===== config.mk =====
export PLATFORM = sky130hd
export DESIGN_NAME = sliding_window_min_max_buffer
export DESIGN_NICKNAME = d
export VERILOG_FILES = /design/src/sv/swmm_pkg.sv /design/src/sv/swmm_cell.sv /design/src/sv/swmm_scan.sv /design/src/sv/sliding_window_min_max_buffer.sv
export SDC_FILE = /design/constraint.sdc
export NUM_CORES = 2
export LEC_CHECK = 0
export ABC_CLOCK_PERIOD_IN_PS = 9600
export BUFFER_PORTS_ARGS = -buffer_cell sky130_fd_sc_hd__buf_4
export CORE_UTILIZATION = 67
export DETAILED_ROUTE_END_ITERATION = 12
export PLACE_DENSITY = 0.92
export SYNTH_ARGS = -nofsm -noshare
export SYNTH_HDL_FRONTEND = slang
export SYNTH_SLANG_ARGS = --single-unit

===== constraint.sdc =====
create_clock -name clk -period 9.6 [get_ports clk]
set_input_delay 0.48 -clock clk [delete_from_list [all_inputs] [get_ports clk]]
set_output_delay 0.48 -clock clk [all_outputs]
set_load 0.02 [all_outputs]

===== src/sv/swmm_pkg.sv =====
package swmm_pkg;

    // command codes of an input transaction
    typedef enum logic [1:0] {
        CMD_PUT   = 2'd0,
        CMD_READ  = 2'd1,
        CMD_CLEAR = 2'd2,
        CMD_NONE  = 2'd3
    } cmd_t;

    // control from the sequencer to the scan unit
    typedef struct packed {
        logic start;
        logic step;
        logic visible;
        logic hit;
    } scan_ctl_t;

    localparam int unsigned INDEX_BITS = 7;
    localparam int unsigned COUNT_OUT_BITS = 8;
    localparam int unsigned SLOT_OUT_BITS = 7;

endpackage


===== src/sv/swmm_cell.sv =====
module swmm_cell #(
    parameter int unsigned DW = 18
) (
    input  logic          clk,
    input  logic          rst_n,
    input  logic          shift_en,
    input  logic [DW-1:0] din,
    output logic [DW-1:0] dout
);

    logic [DW-1:0] data_reg;
    logic [DW-1:0] data_next;

    always_comb
    begin
        data_next = shift_en ? din : data_reg;
    end

    // window starts full of zeros, so the cell contents are cleared too
    always_ff @(posedge clk or negedge rst_n)
    begin
        if (!rst_n)
        begin
            data_reg <= '0;
        end
        else
        begin
            data_reg <= data_next;
        end
    end

    assign dout = data_reg;

endmodule


===== src/sv/swmm_scan.sv =====
module swmm_scan #(
    parameter int unsigned DW = 18
) (
    input  logic                clk,
    input  logic                rst_n,
    input  swmm_pkg::scan_ctl_t ctl,
    input  logic [DW-1:0]       value,
    output logic [DW-1:0]       min_value,
    output logic [DW-1:0]       max_value,
    output logic [DW-1:0]       read_data
);

    logic [DW-1:0] min_reg;
    logic [DW-1:0] min_next;
    logic [DW-1:0] max_reg;
    logic [DW-1:0] max_next;
    logic [DW-1:0] rd_reg;
    logic [DW-1:0] rd_next;
    logic          seen_reg;
    logic          seen_next;

    always_comb
    begin
        min_next  = min_reg;
        max_next  = max_reg;
        rd_next   = rd_reg;
        seen_next = seen_reg;
        if (ctl.start)
        begin
            seen_next = 1'b0;
            rd_next   = '0;
        end
        else if (ctl.step)
        begin
            if (ctl.visible)
            begin
                seen_next = 1'b1;
                if (!seen_reg || value < min_reg)
                begin
                    min_next = value;
                end
                if (!seen_reg || value > max_reg)
                begin
                    max_next = value;
                end
            end
            if (ctl.hit)
            begin
                rd_next = value;
            end
        end
    end

    always_ff @(posedge clk or negedge rst_n)
    begin
        if (!rst_n)
        begin
            seen_reg <= 1'b0;
        end
        else
        begin
            seen_reg <= seen_next;
        end
    end

    always_ff @(posedge clk)
    begin
        min_reg <= min_next;
        max_reg <= max_next;
        rd_reg  <= rd_next;
    end

    // empty window reports zero
    assign min_value = seen_reg ? min_reg : '0;
    assign max_value = seen_reg ? max_reg : '0;
    assign read_data = rd_reg;

endmodule


===== src/sv/sliding_window_min_max_buffer.sv =====
// an accepted input transaction passes through ST_SCAN and then ST_DONE before out_valid is raised
// a new transaction is taken only in ST_IDLE, after one full rotation of the cell chain
//   past the single compare unit at its head
// a new input is taken while the previous result still waits in the output register
// reset (rst_n, asynchronous, active low): all cells zero, count = WINDOW, idle
module sliding_window_min_max_buffer #(
    parameter int unsigned WINDOW      = 128,
    parameter int unsigned SAMPLE_BITS = 18
) (
    input  logic                                clk,
    input  logic                                rst_n,
    input  logic                                in_valid,
    output logic                                in_ready,
    input  logic [1:0]                          command,
    input  logic [SAMPLE_BITS-1:0]              sample,
    input  logic [swmm_pkg::INDEX_BITS-1:0]     index,
    output logic                                out_valid,
    input  logic                                out_ready,
    output logic [SAMPLE_BITS-1:0]              read_value,
    output logic [SAMPLE_BITS-1:0]              window_min,
    output logic [SAMPLE_BITS-1:0]              window_max,
    output logic [swmm_pkg::COUNT_OUT_BITS-1:0] sample_count,
    output logic [swmm_pkg::SLOT_OUT_BITS-1:0]  next_slot,
    output logic                                window_empty,
    output logic                                index_error
);

    localparam int unsigned CNT_W = $clog2(WINDOW + 1);
    localparam int unsigned POS_W = $clog2(WINDOW);
    // wide enough for position + count and WINDOW + index
    localparam int unsigned SW = ((CNT_W > swmm_pkg::INDEX_BITS) ? CNT_W
                                  : swmm_pkg::INDEX_BITS) + 2;

    typedef enum logic [1:0] {
        ST_IDLE,
        ST_SCAN,
        ST_DONE
    } state_t;

    // the chain holds samples right-aligned by age: the newest sits in the
    // last cell, the sample at index a (counted from the oldest) sits in cell WINDOW - count + a
    logic [SAMPLE_BITS-1:0] cell_q [WINDOW];
    logic [SAMPLE_BITS-1:0] tail_din;
    logic                   chain_shift;

    state_t                      state_reg;
    state_t                      state_next;
    logic [POS_W-1:0]            pos_reg;
    logic [POS_W-1:0]            pos_next;
    logic [CNT_W-1:0]            count_reg;
    logic [CNT_W-1:0]            count_next;
    swmm_pkg::cmd_t              cmd_reg;
    swmm_pkg::cmd_t              cmd_next;
    logic [swmm_pkg::INDEX_BITS-1:0] idx_reg;
    logic [swmm_pkg::INDEX_BITS-1:0] idx_next;

    logic                                out_valid_reg;
    logic                                out_valid_next;
    logic [SAMPLE_BITS-1:0]              rd_out_reg;
    logic [SAMPLE_BITS-1:0]              rd_out_next;
    logic [SAMPLE_BITS-1:0]              min_out_reg;
    logic [SAMPLE_BITS-1:0]              min_out_next;
    logic [SAMPLE_BITS-1:0]              max_out_reg;
    logic [SAMPLE_BITS-1:0]              max_out_next;
    logic [swmm_pkg::COUNT_OUT_BITS-1:0] count_out_reg;
    logic [swmm_pkg::COUNT_OUT_BITS-1:0] count_out_next;
    logic [swmm_pkg::SLOT_OUT_BITS-1:0]  slot_out_reg;
    logic [swmm_pkg::SLOT_OUT_BITS-1:0]  slot_out_next;
    logic                                empty_out_reg;
    logic                                empty_out_next;
    logic                                err_out_reg;
    logic                                err_out_next;

    logic                in_fire;
    logic                put_fire;
    logic                scanning;
    logic                full;
    logic                read_ok;
    logic [SW-1:0]       pos_plus_count;
    swmm_pkg::scan_ctl_t scan_ctl;
    logic [SAMPLE_BITS-1:0] scan_min;
    logic [SAMPLE_BITS-1:0] scan_max;
    logic [SAMPLE_BITS-1:0] scan_rd;

    assign in_ready = (state_reg == ST_IDLE);
    assign in_fire  = in_valid && in_ready;
    assign put_fire = in_fire && (swmm_pkg::cmd_t'(command) == swmm_pkg::CMD_PUT);
    assign scanning = (state_reg == ST_SCAN);
    assign full     = (count_reg == CNT_W'(WINDOW));

    // a put shifts the new sample in at the tail and drops the head cell, which holds a window sample only when full;
    // during the scan the chain rotates so each cell passes the head once
    assign chain_shift = put_fire || scanning;
    assign tail_din    = scanning ? cell_q[0] : sample;

    genvar gi;
    generate
        for (gi = 0; gi < WINDOW; gi++)
        begin : g_cell
            logic [SAMPLE_BITS-1:0] cell_din;
            if (gi == WINDOW - 1)
            begin : g_tail
                assign cell_din = tail_din;
            end
            else
            begin : g_body
                assign cell_din = cell_q[gi+1];
            end
            swmm_cell #(
                .DW (SAMPLE_BITS)
            ) u_cell (
                .clk      (clk),
                .rst_n    (rst_n),
                .shift_en (chain_shift),
                .din      (cell_din),
                .dout     (cell_q[gi])
            );
        end
    endgenerate

    // head cell at scan step p holds original cell p; it is part of the
    // window when p + count >= WINDOW, and the read target when it equals
    // WINDOW + index
    assign pos_plus_count = SW'(pos_reg) + SW'(count_reg);
    assign read_ok = (cmd_reg == swmm_pkg::CMD_READ) && (SW'(idx_reg) < SW'(count_reg));

    always_comb
    begin
        scan_ctl.start   = in_fire;
        scan_ctl.step    = scanning;
        scan_ctl.visible = (pos_plus_count >= SW'(WINDOW));
        scan_ctl.hit     = read_ok && (pos_plus_count == (SW'(WINDOW) + SW'(idx_reg)));
    end

    swmm_scan #(
        .DW (SAMPLE_BITS)
    ) u_scan (
        .clk       (clk),
        .rst_n     (rst_n),
        .ctl       (scan_ctl),
        .value     (cell_q[0]),
        .min_value (scan_min),
        .max_value (scan_max),
        .read_data (scan_rd)
    );

    always_comb
    begin
        state_next     = state_reg;
        pos_next       = pos_reg;
        count_next     = count_reg;
        cmd_next       = cmd_reg;
        idx_next       = idx_reg;
        out_valid_next = out_valid_reg;
        rd_out_next    = rd_out_reg;
        min_out_next   = min_out_reg;
        max_out_next   = max_out_reg;
        count_out_next = count_out_reg;
        slot_out_next  = slot_out_reg;
        empty_out_next = empty_out_reg;
        err_out_next   = err_out_reg;

        // result taken downstream
        if (out_valid_reg && out_ready)
        begin
            out_valid_next = 1'b0;
        end

        unique case (state_reg)
            ST_IDLE:
            begin
                if (in_fire)
                begin
                    cmd_next   = swmm_pkg::cmd_t'(command);
                    idx_next   = index;
                    pos_next   = '0;
                    state_next = ST_SCAN;
                    case (swmm_pkg::cmd_t'(command))
                        swmm_pkg::CMD_PUT:
                        begin
                            if (!full)
                            begin
                                count_next = count_reg + 1'b1;
                            end
                        end
                        swmm_pkg::CMD_CLEAR:
                        begin
                            count_next = '0;
                        end
                        default:
                        begin
                            count_next = count_reg;
                        end
                    endcase
                end
            end
            ST_SCAN:
            begin
                pos_next = pos_reg + 1'b1;
                if (pos_reg == POS_W'(WINDOW - 1))
                begin
                    state_next = ST_DONE;
                end
            end
            ST_DONE:
            begin
                // hold the result until the output register is free
                if (!out_valid_reg || out_ready)
                begin
                    out_valid_next = 1'b1;
                    rd_out_next    = scan_rd;
                    min_out_next   = scan_min;
                    max_out_next   = scan_max;
                    count_out_next = swmm_pkg::COUNT_OUT_BITS'(count_reg);
                    slot_out_next  = full ? '0 : swmm_pkg::SLOT_OUT_BITS'(count_reg);
                    empty_out_next = (count_reg == '0);
                    err_out_next   = (cmd_reg == swmm_pkg::CMD_READ) && !read_ok;
                    state_next     = ST_IDLE;
                end
            end
            default:
            begin
                state_next = ST_IDLE;
            end
        endcase
    end

    always_ff @(posedge clk or negedge rst_n)
    begin
        if (!rst_n)
        begin
            state_reg     <= ST_IDLE;
            pos_reg       <= '0;
            count_reg     <= CNT_W'(WINDOW);
            cmd_reg       <= swmm_pkg::CMD_NONE;
            idx_reg       <= '0;
            out_valid_reg <= 1'b0;
        end
        else
        begin
            state_reg     <= state_next;
            pos_reg       <= pos_next;
            count_reg     <= count_next;
            cmd_reg       <= cmd_next;
            idx_reg       <= idx_next;
            out_valid_reg <= out_valid_next;
        end
    end

    // result payload, qualified by out_valid
    always_ff @(posedge clk)
    begin
        rd_out_reg    <= rd_out_next;
        min_out_reg   <= min_out_next;
        max_out_reg   <= max_out_next;
        count_out_reg <= count_out_next;
        slot_out_reg  <= slot_out_next;
        empty_out_reg <= empty_out_next;
        err_out_reg   <= err_out_next;
    end

    assign out_valid    = out_valid_reg;
    assign read_value   = rd_out_reg;
    assign window_min   = min_out_reg;
    assign window_max   = max_out_reg;
    assign sample_count = count_out_reg;
    assign next_slot    = slot_out_reg;
    assign window_empty = empty_out_reg;
    assign index_error  = err_out_reg;

endmodule

* Word-level counts from Yosys, hierarchy flattened *
Index checks and enable logic that the tools add are counted.

cells by class
  $add $sub $neg = 4
  order comparisons = 4
  equality and inequality tests = 11
  muxes and demuxes = 15
  bitwise operators = 1
  reduce and logical (&&, ||, !) cells = 29

operators by type and width
  operator             count
  $gt 18x18->1         1
  $lt 18x18->1         1
  $mux 18              1
  $pmux 8 s2           1
  $pmux 7 s2           1
  $reduce_and 4->1     3
  $reduce_and 2->1     5
  $add 7x8->9          1
  $add 8x7->9 const A  1
  $eq 9x9->1           1
  $ge 9x8->1 const B   1
  $add 8x1->8 const B  1
  $eq 8x8->1 const B   1
  $logic_not 8->1      1
  $lt 7x8->1           1
  $mux 8               1
  $reduce_bool 2->1    4
  $add 7x1->7 const B  1
  $eq 7x7->1 const B   1
  $mux 7               1
  $logic_and 1x1->1    6
  $mux 1               6
  $mux 2               3
  $pmux 2 s3           1
  other kinds (9)      19

word-level totals
  register bits = 2457
  input port bits = 31
  output and inout port bits = 73
  word-level logic and storage cells = 209

* Logic depth before layout (Yosys ltp) *
  word-level depth = 5
  gate-level depth with buffers = 11
  gate-level depth less buffers = 9

* Modules after synthesis *
Synthesis repeated with hierarchy kept, for this count alone.

second synthesis, totals
  cell total of the unflattened synthesis = 5501
  area, all modules = 99471.7 sq um

modules (own cells, without submodules)
  module                         times used  cells each  area each (sq um)  seq. area each (sq um)
  swmm_cell                      128         38          721.9              450.4
  sliding_window_min_max_buffer  1           355         4282.9             2811.4
  swmm_scan                      1           282         2780.2             1466.4

* Worst setup path before layout *
No wires, ideal clock.

  kind = input to register
  from = input port out_ready
  to = register err_out_reg, in the netlist index_error (enable)
  library setup time = 0.509 ns
  arrival = 3.764 ns
  required time = 9.091 ns
  slack = 5.327 ns
  stages on the path = 2
  path buffers = 0
  cells stage by stage = nand2b_1 nor2b_1

between the ends
  longest elaborated chain between the ends = 2

RTL lines
  what                               RTL line                              RTL
  start: declaration                 sliding_window_min_max_buffer.sv:18   input logic out_ready,
  $logic_or 1x1->1                   sliding_window_min_max_buffer.sv:208  if (!out_valid_reg || out_ready)
  $reduce_and 2->1 (no source line)  -
  end signal: assignment             sliding_window_min_max_buffer.sv:259  err_out_reg <= err_out_next;
  end: declaration                   sliding_window_min_max_buffer.sv:71   logic err_out_reg;

Every way passes these cells.
A chain may end at the register's enable or synchronous reset.

* Final worst setup path *
  from = input port command[0]
  to = register g_cell[68].u_cell.data_reg[0]

between the ends
  longest elaborated chain between the ends = 3

RTL lines
  what                    RTL line                             RTL
  start: declaration      sliding_window_min_max_buffer.sv:14  input logic [1:0] command,
  $logic_not 2->1         sliding_window_min_max_buffer.sv:87  assign put_fire = in_fire && (swmm_pkg::cmd_t'(command) == swmm_pkg::CMD_PUT);
  $logic_and 1x1->1       sliding_window_min_max_buffer.sv:87
  $logic_or 1x1->1        sliding_window_min_max_buffer.sv:93  assign chain_shift = put_fire || scanning;
  end signal: assignment  swmm_cell.sv:28                      data_reg <= data_next;
  end: declaration        swmm_cell.sv:11                      logic [DW-1:0] data_reg;

Every way passes these cells.

==> flow_summary.ini <==
[layout]
drive_gt1_frac = 0.486
final_nets = 5689
area_growth_pct = 11.0
largest_reg_flops = 2304
final_core_util = 0.752

[logic_synthesis]
ys_top_cells_by_area = dfrtp_1 63%, mux2_2 28%, edfxtp_1 3.5%, buf_2 1.3%, ha_1 0.69%
synth-compound-area-share = 0.00654
synth-seq-area-share = 0.673
synthXorXnorAreaFrac = 0.00133
synth_top_cell_by_area = dfrtp_1
ys_seq_elements = 2457
synth.most_common_cell = dfrtp_1
synth_warnings = 0
synthAdderAreaFrac = 0.00716
syn-instance-count = 5487
async_flop_share = 0.949
synthSimpleGateAreaFrac = 0.0115
synth_top_family_by_area = multiplexers
synth_top_cell_area_share = 0.634
synth_edf_count = 107
synth.cell_area_um2 = 92000
synthMuxAreaShare = 0.283
synthFlopType = dfrtp_1
syn_nets = 5570
syn_avg_cell_area_um2 = 16.8
ys_types = 59
synth_commonest_cells = 2329 x dfrtp_1, 2294 x mux2_2, 233 x buf_2

[clock_tree]
clkTransAtPathRegs_ps = 60
cts_root_buf = clkbuf_16
numCtsBuffers = 220
clkLatencyLatePin_ps = 870
cts_tree = built
cts.sinks = 2457
cts_htree_levels = 4
clk_path_buf_depth = 3

[drt]
drt-pass1-iter-count = 5
drtIter0Drc = 3035
post-route-drc-count = 0
wl_per_cell_um = 21.8
viasPerCell = 5.88
via_count = 44500
postRouteAntennaNets = 0
drt_wl_total_um = 165000

[global_routing]
grt_max_degree = 221
grt_overflow = 0
grt.total_usage = 0.248
grt_pass1_wl_um = 274000
first_global_vias = 50300
antenna_found_initial = 0

[sta]
finalCritPeriodShare = 0.375
slew_headroom = 0.0849
worst_pin_slew_ps = 1370
hold_viol_final = 0
finalCriticalPeriod_ps = 3600
max_freq_mhz = 277
holdWs_ps = 301
slew_viol_final = 0
setup_viol = 0
setup_tns_ps = 0
fin_worst_skew_ps = 84.3
rsz0062_at_grt = no

[power]
power_density_nw_per_um2 = 243
p_leak_nw = 52.2
peakVddDrop_v = 0.000218

[floorplanning]
die_h_um = 372
die_x_um = 372
die-area_um2 = 139000
initial_core_util = 0.677
ios = 104
row_count = 135
core_area_um2 = 136000

[placement]
io_buffer_count = 103
gp_congestion = 0.811
dpl.hpwl_um = 80900

[worst_setup_path]
critPathMaxStageDelay_ps = 690
critical_path_class = in2reg
cp-end-kind = register
cp_max_fo = 220
crit_chain = dlygate4sd3_1 -> buf_4 -> nor2_1 -> a21oi_1 -> nor2_4 -> buf_12 -> buf_12 -> mux2_2
path_buf_inv = 4
cp.required_ps = 10290
critPathLaunchType = input port
crit_top_cell = buf_12
cp.arrival_ps = 4290
critPathTopFamily = buffers and inverters
crit_slowest_cell = buf_12

[worst_hold_path]
hold_class = in2async

[run]
maxCapViolCount = 0

[run_status]
status = complete, no violations
cell usage in the layout (no fill, tap or decap), types with 21 or more instances in the layout:
master,instances
mux2_2,2294
clkbuf_16,221
buf_4,132
a31oi_1,23
clkinv_2,36
clkbuf_8,58
edfxtp_1,107
inv_1,48
ha_1,51
dfrtp_1,2329
dlygate4sd3_1,30
nand2_1,89
mux2i_1,21
clkbuf_1,53
nor2_1,74
final timing paths:
path | end | startpoint | cells past startpoint | slack (ps)
min reg2reg | read_value[7] | u_scan.read_data[7] | 0 | 430
max reg2reg | g_cell[68].u_cell.dout[0] | state_reg[0] | 5 | 6000
min | count_reg[2] | rst_n | 2 | 300
max in group asynchronous | g_cell[78].u_cell.dout[9] | rst_n | 4 | 6890
max | g_cell[68].u_cell.dout[0] | command[0] | 8 | 6000
min in group clk | idx_reg[2] | index[2] | 3 | 400
kinds of logic (layout without fill, tap and decap cells):
family / Yosys count / in the layout
compound gates: 89 / 89
xor+xnor: 14 / 14
fa+ha+maj: 52 / 52
buf+inv: 331 / 636
flops: 2457 / 2457
mux: 2315 / 2315
other cells: 0 / 1
simple gates: 229 / 229
layout make-up:
| cell class | instances | area [um2] |
|---|---|---|
| timing repair buffer | 179 | 1640 |
| sequential | 2457 | 61900 |
| fill | 6539 | 33700 |
| antenna | 1 | 2.50 |
| clock inverter | 76 | 1070 |
| tap | 1781 | 2230 |
| multi-input combinational | 2699 | 28500 |
| inverter | 49 | 184 |
| clock buffer | 332 | 6530 |
repair_timing:
action	in CTS	in global routing
hold buffers	30	0
hold endpoints to repair	155	0
resized for setup	0	0
buffers inserted	0	0
worst register-to-register path, stage by stage (launching register included):
cell	delay, ps
dfrtp_1	430
a21oi_1	100
nor2_4	500
buf_12	660
buf_12	960
mux2_2	760
routing by layer:
metal	vias to the layer above	track usage	part of all wire
met4	0	0.101	0.039
met3	489	0.0364	0.033
met5	-	0	0
met1	23500	0.306	0.39
met2	948	0.439	0.54
li1	19600	-	-
power by group:
group          internal [mW]  total (mW)  switching (mW)
sequential              11.8        12.7           0.887
combinational           1.61        2.97            1.36
clock                   5.12        9.12            4.01
per-stage QoR:
stage,area [um2],power [mW],instances,setup slack [ps]
floorplan,92000,14.7,5487,5330
finish,102000,24.8,7574,6000
global route,102000,25.7,7573,5900
detailed placement,94200,15.6,7135,5900
CTS,102000,24.9,7573,6170
global placement,94200,15.3,7135,5980
(Power assumes the default switching activity.)
